**config.mk**
```make
export PLATFORM = sky130hd
export DESIGN_NAME = sorted_list_insert_remove
export DESIGN_NICKNAME = d
export VERILOG_FILES = /design/src/design/slir_pkg.sv /design/src/design/sorted_list_insert_remove.sv /design/src/design/slir_cell.sv
export SDC_FILE = /design/constraint.sdc
export NUM_CORES = 2
export LEC_CHECK = 0
export ABC_CLOCK_PERIOD_IN_PS = 10210
export BUFFER_PORTS_ARGS = -buffer_cell sky130_fd_sc_hd__clkbuf_2
export CORE_ASPECT_RATIO = 1.1
export CORE_UTILIZATION = 35
export CTS_BUF_LIST = sky130_fd_sc_hd__clkbuf_8
export DETAILED_ROUTE_END_ITERATION = 16
export PLACE_DENSITY = 0.55
export SETUP_SLACK_MARGIN = 0.2
export SYNTH_ARGS = -nofsm -noshare
export SYNTH_HDL_FRONTEND = slang
export SYNTH_SLANG_ARGS = --single-unit
```
**constraint.sdc**
```tcl
create_clock -name clk -period 10.21 [get_ports clk]
set_input_delay 0.5105 -clock clk [delete_from_list [all_inputs] [get_ports clk]]
set_output_delay 0.5105 -clock clk [all_outputs]
set_load 0.03 [all_outputs]
```
**src/design/slir_pkg.sv**
```systemverilog
// Package with sizes, codes and types of the sorted list.
package slir_pkg;

    localparam int DEPTH    = 16;
    localparam int CNT_W    = $clog2(DEPTH + 1);
    localparam int VALUE_W  = 32;
    localparam int COUNT_W  = 5;

    typedef enum logic [0:0] {
        OP_INSERT = 1'b0,
        OP_REMOVE = 1'b1
    } op_t;

    typedef enum logic [1:0] {
        STATUS_OK        = 2'd0,
        STATUS_FULL      = 2'd1,
        STATUS_EMPTY     = 2'd2,
        STATUS_NOT_FOUND = 2'd3
    } status_t;

    // write enables broadcast to every cell
    typedef struct packed {
        logic ins_en;
        logic rem_en;
    } cell_ctrl_t;

    // result fields, status in the lowest bits
    typedef struct packed {
        logic               full_flag;
        logic               empty_flag;
        logic [COUNT_W-1:0] count;
        status_t            status;
    } result_t;

    localparam int RESULT_W    = $bits(result_t);
    localparam int M_TDATA_W   = ((RESULT_W + 7) / 8) * 8;

endpackage

```
**src/design/sorted_list_insert_remove.sv**
```systemverilog
// Top level of the sorted list with insert and remove requests.
//
// Sorted list of up to DEPTH signed 32-bit values kept in ascending order in a
// row of cells. A request carries the opcode in s_tuser (insert or remove) and
// the value in s_tdata. Insert places the value after every entry less than or
// equal to it; remove deletes one entry equal to it. Every request gives one
// result: status (ok, full on insert, empty on remove, not found), the count
// after the request and empty and full flags. All cells compare against the
// value in parallel and shift their neighbor's entry in the same clock, so a
// new request is taken every cycle while the result register is free or being
// drained. The result is registered and offered in the cycle after acceptance.
// Entries hold no reset; only the first count cells are ever read.
module sorted_list_insert_remove (
    input  logic                            clk,
    input  logic                            rst_n,
    input  logic                            s_tvalid,
    output logic                            s_tready,
    input  logic [slir_pkg::VALUE_W-1:0]    s_tdata,    // [31:0] value
    input  logic [0:0]                      s_tuser,    // [0] opcode
    output logic                            m_tvalid,
    input  logic                            m_tready,
    output logic [slir_pkg::M_TDATA_W-1:0]  m_tdata     // [1:0] status, [6:2] count,
                                                        // [7] empty_flag, [8] full_flag
);
    import slir_pkg::*;

    logic [CNT_W-1:0]          count_reg;
    logic [CNT_W-1:0]          count_next;
    logic                      m_valid_reg;
    logic                      m_valid_next;
    result_t                   result_reg;
    result_t                   result_next;
    status_t                   status;

    logic                      accept;
    op_t                       opcode;
    logic signed [VALUE_W-1:0] value;
    logic                      is_full;
    logic                      list_empty;
    logic                      found;
    cell_ctrl_t                ctrl;

    // neighbor links of the chain
    logic signed [VALUE_W-1:0] entry_w [DEPTH];
    logic [DEPTH-1:0]          le_w;
    logic [DEPTH-1:0]          lt_w;
    logic [DEPTH-1:0]          hit_w;
    logic [DEPTH-1:0]          occupied;

    // output register parts the sides: take a request whenever it is free or draining
    assign s_tready = !m_valid_reg || m_tready;
    assign accept   = s_tvalid && s_tready;
    assign opcode   = op_t'(s_tuser[0]);
    assign value    = signed'(s_tdata);

    assign is_full    = (count_reg == CNT_W'(DEPTH));
    assign list_empty = (count_reg == '0);
    // entries are sorted, so at most one cell sits on the lower boundary of the value
    assign found    = |hit_w;

    assign ctrl.ins_en = accept && (opcode == OP_INSERT) && !is_full;
    assign ctrl.rem_en = accept && (opcode == OP_REMOVE) && found;

    for (genvar i = 0; i < DEPTH; i++)
    begin : g_cell
        logic signed [VALUE_W-1:0] prev_entry;
        logic signed [VALUE_W-1:0] next_entry;
        logic                      prev_le;
        logic                      prev_lt;

        assign occupied[i] = (CNT_W'(i) < count_reg);

        if (i == 0)
        begin : g_first
            assign prev_entry = value;
            assign prev_le    = 1'b1;
            assign prev_lt    = 1'b1;
        end
        else
        begin : g_mid
            assign prev_entry = entry_w[i-1];
            assign prev_le    = le_w[i-1];
            assign prev_lt    = lt_w[i-1];
        end

        if (i == DEPTH - 1)
        begin : g_last
            assign next_entry = entry_w[i];
        end
        else
        begin : g_inner
            assign next_entry = entry_w[i+1];
        end

        slir_cell u_cell (
            .clk        (clk),
            .ctrl       (ctrl),
            .value      (value),
            .occupied   (occupied[i]),
            .prev_entry (prev_entry),
            .next_entry (next_entry),
            .prev_le    (prev_le),
            .prev_lt    (prev_lt),
            .entry      (entry_w[i]),
            .le         (le_w[i]),
            .lt         (lt_w[i]),
            .hit        (hit_w[i])
        );
    end

    always_comb
    begin
        count_next = count_reg;
        status     = STATUS_OK;
        case (opcode)
            OP_INSERT:
            begin
                if (is_full)
                    status = STATUS_FULL;
                else
                    count_next = count_reg + CNT_W'(1);
            end
            OP_REMOVE:
            begin
                if (list_empty)
                    status = STATUS_EMPTY;
                else if (!found)
                    status = STATUS_NOT_FOUND;
                else
                    count_next = count_reg - CNT_W'(1);
            end
            default:
            begin
                status = STATUS_OK;
            end
        endcase
        if (!accept)
            count_next = count_reg;
    end

    always_comb
    begin
        result_next.status     = status;
        result_next.count      = COUNT_W'(count_next);
        result_next.empty_flag = (count_next == '0);
        result_next.full_flag  = (count_next == CNT_W'(DEPTH));
        m_valid_next           = accept || (m_valid_reg && !m_tready);
    end

    always_ff @(posedge clk or negedge rst_n)
    begin
        if (!rst_n)
        begin
            count_reg   <= '0;
            m_valid_reg <= 1'b0;
        end
        else
        begin
            count_reg   <= count_next;
            m_valid_reg <= m_valid_next;
        end
    end

    always_ff @(posedge clk)
    begin
        if (accept)
            result_reg <= result_next;
    end

    assign m_tvalid = m_valid_reg;
    assign m_tdata  = M_TDATA_W'(result_reg);

endmodule

```
**src/design/slir_cell.sv**
```systemverilog
// One storage cell of the sorted list chain.
module slir_cell (
    input  logic                              clk,
    input  slir_pkg::cell_ctrl_t              ctrl,
    input  logic signed [slir_pkg::VALUE_W-1:0] value,
    input  logic                              occupied,
    input  logic signed [slir_pkg::VALUE_W-1:0] prev_entry,
    input  logic signed [slir_pkg::VALUE_W-1:0] next_entry,
    input  logic                              prev_le,
    input  logic                              prev_lt,
    output logic signed [slir_pkg::VALUE_W-1:0] entry,
    output logic                              le,
    output logic                              lt,
    output logic                              hit
);
    import slir_pkg::*;

    logic signed [VALUE_W-1:0] entry_reg;
    logic signed [VALUE_W-1:0] entry_next;

    assign entry = entry_reg;
    assign le    = occupied && (entry_reg <= value);
    assign lt    = occupied && (entry_reg < value);
    // first cell not below the value, and equal to it
    assign hit   = prev_lt && !lt && occupied && (entry_reg == value);

    always_comb
    begin
        entry_next = entry_reg;
        if (ctrl.ins_en)
        begin
            if (!le)
                entry_next = prev_le ? value : prev_entry;
        end
        else if (ctrl.rem_en)
        begin
            if (!lt)
                entry_next = next_entry;
        end
    end

    always_ff @(posedge clk)
    begin
        entry_reg <= entry_next;
    end

endmodule

```
After elaboration in Yosys (flattened, before gate mapping)
Index checks and enable logic that the tools add are counted.
{ "op_classes": {"addsub": 2, "order_cmp": 48, "eq_ne": 48, "muxes": 84, "bitwise_logic": 2, "n_reduce_logical": 126} }
{ "op_table": {"columns": ["operator", "n"], "rows": [
  ["two-way mux 32 bit", 75],
  ["equality test 32 bit", 16],
  ["less-or-equal comparator 32 bit", 16],
  ["< comparator 32 bit", 16],
  ["logical AND 1 bit", 85],
  ["!= test 2 bit (second input constant)", 30],
  ["AND reduction 3 bit", 15],
  ["< comparator 4 x 5 -> 1 bit (first input constant)", 8],
  ["< comparator 3 x 5 -> 1 bit (first input constant)", 4],
  ["two-way mux 5 bit", 4],
  ["zero test 1 bit", 19],
  ["OR reduction 16 bit", 1],
  ["equality test 5 bit (second input constant)", 2],
  ["zero test 5 bit", 2],
  ["< comparator 1 x 5 -> 1 bit (first input constant)", 2],
  ["< comparator 2 x 5 -> 1 bit (first input constant)", 2],
  ["case mux 5 bit (2 select lines)", 1],
  ["adder 5 x 1 -> 5 bit (second input constant)", 1],
  ["subtractor 5 x 1 -> 5 bit (second input constant)", 1],
  ["two-way mux 2 bit", 2],
  ["case mux 2 bit (2 select lines)", 1],
  ["logical OR 1 bit", 2],
  ["inverter 1 bit", 2],
  ["AND reduction 2 bit", 1],
  ["other kinds (2)", 2]
]} }
{ "totals": {"ff_bits": 527, "in_bits": 37, "out_inout_bits": 18, "elab_cells": 332} }

Depth between registers and ports, before layout
{ "depth": {"ltp_word": 12, "mapped_depth": 15, "mapped_depth_nobuf": 15} }

By module
From an unflattened synthesis, not the netlist that was laid out.
{ "unflattened": {"cells_unflattened": 4293, "hier_area_um2": 41063.1} }
{ "by_module_without_submodules": {"columns": ["module", "n_inst", "cells_per_inst", "area_per_inst_um2", "seq_area_each_um2"], "rows": [
  ["slir_cell at g_cell[0].u_cell ...", 15, 260, 2494.9, 960.9],
  ["slir_cell at g_cell[15].u_cell", 1, 265, 2496.1, 960.9],
  ["sorted_list_insert_remove", 1, 128, 1143.6, 420.4]
]} }

Least setup slack after synthesis
OpenSTA, ideal clock, no wires.
{ "synth_timing": {"path_type": "input-to-reg", "start": "in s_tdata[31] (netlist name)", "end": "reg g_cell[0].u_cell.entry_reg[0] (enable)", "setup_time_ns": 0.470, "arrival_ns": 5.692, "t_required_ns": 9.740, "slack_ns": 4.047, "cell_stages": 14, "n_path_buf": 2, "cell_sequence": "inv_1 > ha_1 > and4_1 > and4_1 > or3b_1 > and4_4 > or3_4 > o311a_1 > nand2b_1 > or2_1 > buf_6 > nand3_1 > buf_2 > a21boi_0"} }
{ "synth_between": {"elab_chain_len": 10, "elab_cells_between_ends": 119, "classes_between": "order compare: 17; eq/ne: 18; reduce/logical: 84"} }
{ "synth_lines": {"columns": ["element", "line", "rtl"], "rows": [
  ["from (decl)", "sorted_list_insert_remove.sv:18", "input logic [slir_pkg::VALUE_W-1:0] s_tdata,"],
  ["< comparator 32 bit", "slir_cell.sv:23", "assign lt = occupied && (entry_reg < value);"],
  ["logical AND 1 bit", "slir_cell.sv:23", null],
  ["zero test 1 bit", "slir_cell.sv:25", "assign hit = prev_lt && !lt && occupied && (entry_reg == value);"],
  ["logical AND 1 bit (3 in a row)", "slir_cell.sv:25", null],
  ["OR reduction 16 bit", "sorted_list_insert_remove.sv:59", "assign found = |hit_w;"],
  ["logical AND 1 bit", "sorted_list_insert_remove.sv:62", "assign ctrl.rem_en = accept && (opcode == OP_REMOVE) && found;"],
  ["nonzero test 2 bit (no source line)", null, null],
  ["AND reduction 3 bit (no source line) *", null, null],
  ["to (signal assigned)", "slir_cell.sv:44", "entry_reg <= entry_next;"],
  ["to (decl)", "slir_cell.sv:18", "logic signed [VALUE_W-1:0] entry_reg;"]
]} }
Every way passes the cells marked *; elsewhere a longest branch is shown, timed or not.
A chain may end at the register's enable or synchronous reset.

Worst setup path in the final report
{ "layout_timing": {"start": "in s_tdata[2] (netlist name)", "end": "reg g_cell[12].u_cell.entry_reg[24] (enable)"} }
{ "layout_between": {"elab_chain_len": 10, "elab_cells_between_ends": 119, "classes_between": "order compare: 17; eq/ne: 18; reduce/logical: 84"} }
{ "layout_lines": {"columns": ["element", "line"], "rows": [
  ["< comparator 32 bit", "slir_cell.sv:23"],
  ["logical AND 1 bit", "slir_cell.sv:23"],
  ["zero test 1 bit", "slir_cell.sv:25"],
  ["logical AND 1 bit (3 in a row)", "slir_cell.sv:25"],
  ["OR reduction 16 bit", "sorted_list_insert_remove.sv:59"],
  ["logical AND 1 bit", "sorted_list_insert_remove.sv:62"],
  ["nonzero test 2 bit (no source line)", null],
  ["AND reduction 3 bit (no source line) *", null],
  ["to (signal assigned)", "slir_cell.sv:44"],
  ["to (decl)", "slir_cell.sv:18"]
]} }
Marks and branches as above.

==> results.yml <==
yosys:
  yosys_warnings: 0
  ys_top_cells_by_area: "edfxtp_1 41%, ha_1 17%, mux2i_1 10%"
  yosysMostFrequentCell: "nand2_1"
  syn_area_per_cell_sq_um: 9.949
  synth_top_cell_by_area: "edfxtp_1"
  netlist_top_cells_count: "601 x nand2_1, 545 x o21ai_0, 521 x edfxtp_1"
  post-synth-top-area-fraction: 0.4110
  syn_inst: 3826
  async_flop_share: 0.01139
  synthFlopType: "edfxtp_1"
  synth_area_sq_um: 38070
  yosysSeqAreaShare: 0.4149
  synth_edf_count: 521
  ys_ff_latch: 527
  yosysUniqueCellTypes: 79
timing:
  fin_crit_ns: 6.095
  setup_slack_ns: 4.115
  tns_ns: 0
  rsz0062_at_grt: "false"
  setup_viol: 0
  finalHoldViolations: 0
  maxSlewHeadroom: 0.1622
  slew_viol_final: 0
  fin_skew_ns: 0.04120
  finalCritPeriodShare: 0.5970
  tightest_slew_ns: 1.254
  max_freq_ghz: 0.1641
power:
  combPwrFrac: 0.272
  seq_power_share: 0.427
  fin_total_pwr_mw: 6.444
  internal_power_mw: 4.201
  swShare: 0.3482
  p_leak_nw: 17.59
  power_switching_mw: 2.244
  pwr_density_cell_nw_per_um2: 154.0
  ir_drop_mv: 0.1022
  pwr-share-clk: 0.302
die:
  die-height_microns: 347.9
  top_level_ports: 55
  fp-row-count: 126
  initial_core_util: 0.3540
  coreArea_sq_um: 107500
  die_width_microns: 316.4
  dieArea_sq_um: 110100
cells_and_area:
  final_area_sq_um: 41850
  largest_register_ff_count: 512
  fillers: 10756
  fin_util: 0.3892
  area_growth_pct: 9.936
  nets: 4388
  drive_gt1_frac: 0.08048
worst_hold_path:
  hold_depth: 3
  holdPathEnd: "m_tvalid"
  min-delay-start: "m_tready"
  hold_path_class: "input port to flop"
critical_path:
  cp.arrival_ns: 6.51
  regToRegSetupSlack_ns: 4.19
  cp_slowest_cell: "a22oi_2"
  cp_cell_sequence: "clkbuf_2 > inv_1 > ha_1 > nand4_1 > nor4_1 > nand4_1 > a2111oi_0 > o311ai_0 > o41ai_1 > a221o_1 > nand2b_1 > or2_1 > nand3_1 > buf_4 > a22oi_2 > buf_4"
  critPathTopFamily: "simple AND/OR/NAND/NOR gates"
  critPathLaunchType: "input port"
  setup.worst_path.class: "input port to flop"
  cp_num_buf_inv: 4
  cp.required_ns: 10.63
  path_max_fanout: 19
  ff2ff_path_depth: 13
  max_stage_delay_ns: 0.93
  regToRegEndpoint: "g_cell[12].u_cell.entry[24]"
  r2r-start: "g_cell[10].u_cell.entry[27]"
  cp-end-kind: "flop"
global_routing:
  grt_overflow: 0
  grt_antenna_before_repair: 5
  groute.usage.overall: 0.2106
  grt_pass1_wl_mm: 179.7
  grt_max_degree: 261
  grt_pass1_vias: 29370
clock_tree:
  post_cts_resized: 0
  cts_hold_buf: 2
  clockBufferDepth: 3
  clock_latency_ns: 0.77
  clk_pin_slew_worst_paths_ns: 0.05
  h-tree-depth: 3
  clockRootBuffer: "clkbuf_8"
  cts_tree: "done"
  cts.sinks: 527
  postCtsSetupRepairBufs: 0
  numCtsBuffers: 99
detailed_routing:
  dr.pass1.iters: 7
  wl_per_cell_microns: 22.11
  routed_wl_mm: 117.8
  drt-initial-drc-count: 2581
  drc: 0
  postRouteAntennaNets: 0
  num_vias: 29946
  via_per_inst: 5.622
run:
  cap_violations: 0
status:
  outcome: "finished clean"
placement:
  place_area_sq_um: 40060
  hpwl_mm: 87.81
  place.port_buffers: 47
  pre_cts_ws_ns: 3.536
  gp_congestion: 0.8949
## layer usage
| layer | routed length [microns] | GRT usage | vias up |
|---|---|---|---|
| li1 | - | - | 14438 |
| met1 | 55290 | 0.2970 | 14592 |
| met2 | 54330 | 0.3378 | 741 |
| met3 | 5374 | 0.02615 | 173 |
| met4 | 2766 | 0.05534 | 2 |
| met5 | 10 | 0 | - |
## worst register-to-register path, cell delays in order, from the launching register on
cell       delay, ns
edfxtp_1        0.44
ha_1            0.34
nand4_1         0.29
nor4_1          0.86
o31ai_1         0.31
a2bb2oi_1       0.58
o2111ai_1       0.38
o311a_1         0.29
nand2b_1        0.12
or2_1           0.28
nand3_1         0.14
buf_4           0.29
a22oi_2         0.93
buf_4           0.42
## through the flow
step	hold WS (ns)	std cells
global route	0.1217	5326
floorplan	0.2149	3832
CTS	0.07790	5322
global placement	0.4153	5141
finish	0.1105	5327
detailed placement	0.4143	5141
## layout by cell type (no fill, tap or decap), drive strengths merged, types with 67 or more instances in the layout
cell	n
nand2	601
o21ai	550
edfxtp	521
ha	515
mux2i	381
a21oi	270
clkbuf	152
nor2	136
inv	111
nand4	106
buf	67
## cells by family (layout without fill, tap and decap cells)
| logic type | Yosys count | count (layout) | synth area share |
|---|---|---|---|
| AND/OR/NAND/NOR | 1045 | 1045 | 0.1232 |
| AO/OA/AOI/OAI | 1029 | 1029 | 0.1518 |
| flip-flops | 527 | 527 | 0.4149 |
| adder cells (fa/ha/maj) | 515 | 515 | 0.1693 |
| multiplexers | 416 | 416 | 0.1105 |
| buffers and inverters | 290 | 372 | 0.02952 |
| XOR/XNOR | 3 | 3 | 0.0006904 |
| other | 1 | 12 | 0.00009851 |
## cell type report
class                      count  area, sq um  area share
inverter                      77        289.0    0.006906
antenna                        5        12.51   0.0002990
clock inverter                74        310.3    0.007415
tap                         1408         1762     0.04210
clock buffer                 105         1445     0.03453
multi-input combinational   3015        21460      0.5129
timing repair buffer         116        770.7     0.01842
sequential                   527        15800      0.3774
## power by group through the flow
stage / clock [mW] / sequential (mW) / combinational, mW
detailed placement: 0 / 2.79 / 1.74
global placement: 0 / 2.80 / 1.71
global route: 2.07 / 2.76 / 1.93
CTS: 1.99 / 2.75 / 1.75
floorplan: 0 / 2.72 / 1.26
finish: 1.94 / 2.75 / 1.75
## worst max path at each step
stage	from	endpoint	slack, ns	cells after the start
3_3_place_gp	s_tdata[31]	g_cell[12].u_cell.entry[24]	3.65	16
6_report	s_tdata[2]	g_cell[12].u_cell.entry[24]	4.12	16
3_5_place_dp	s_tdata[31]	g_cell[12].u_cell.entry[24]	3.54	16
2_1_floorplan	s_tdata[31]	g_cell[0].u_cell.entry[0]	4.05	14
5_1_grt	s_tdata[31]	g_cell[12].u_cell.entry[29]	3.91	16
4_1_cts	g_cell[10].u_cell.entry[27]	g_cell[12].u_cell.entry[24]	4.27	13
No activity file was read; power rests on OpenSTA's default activity.
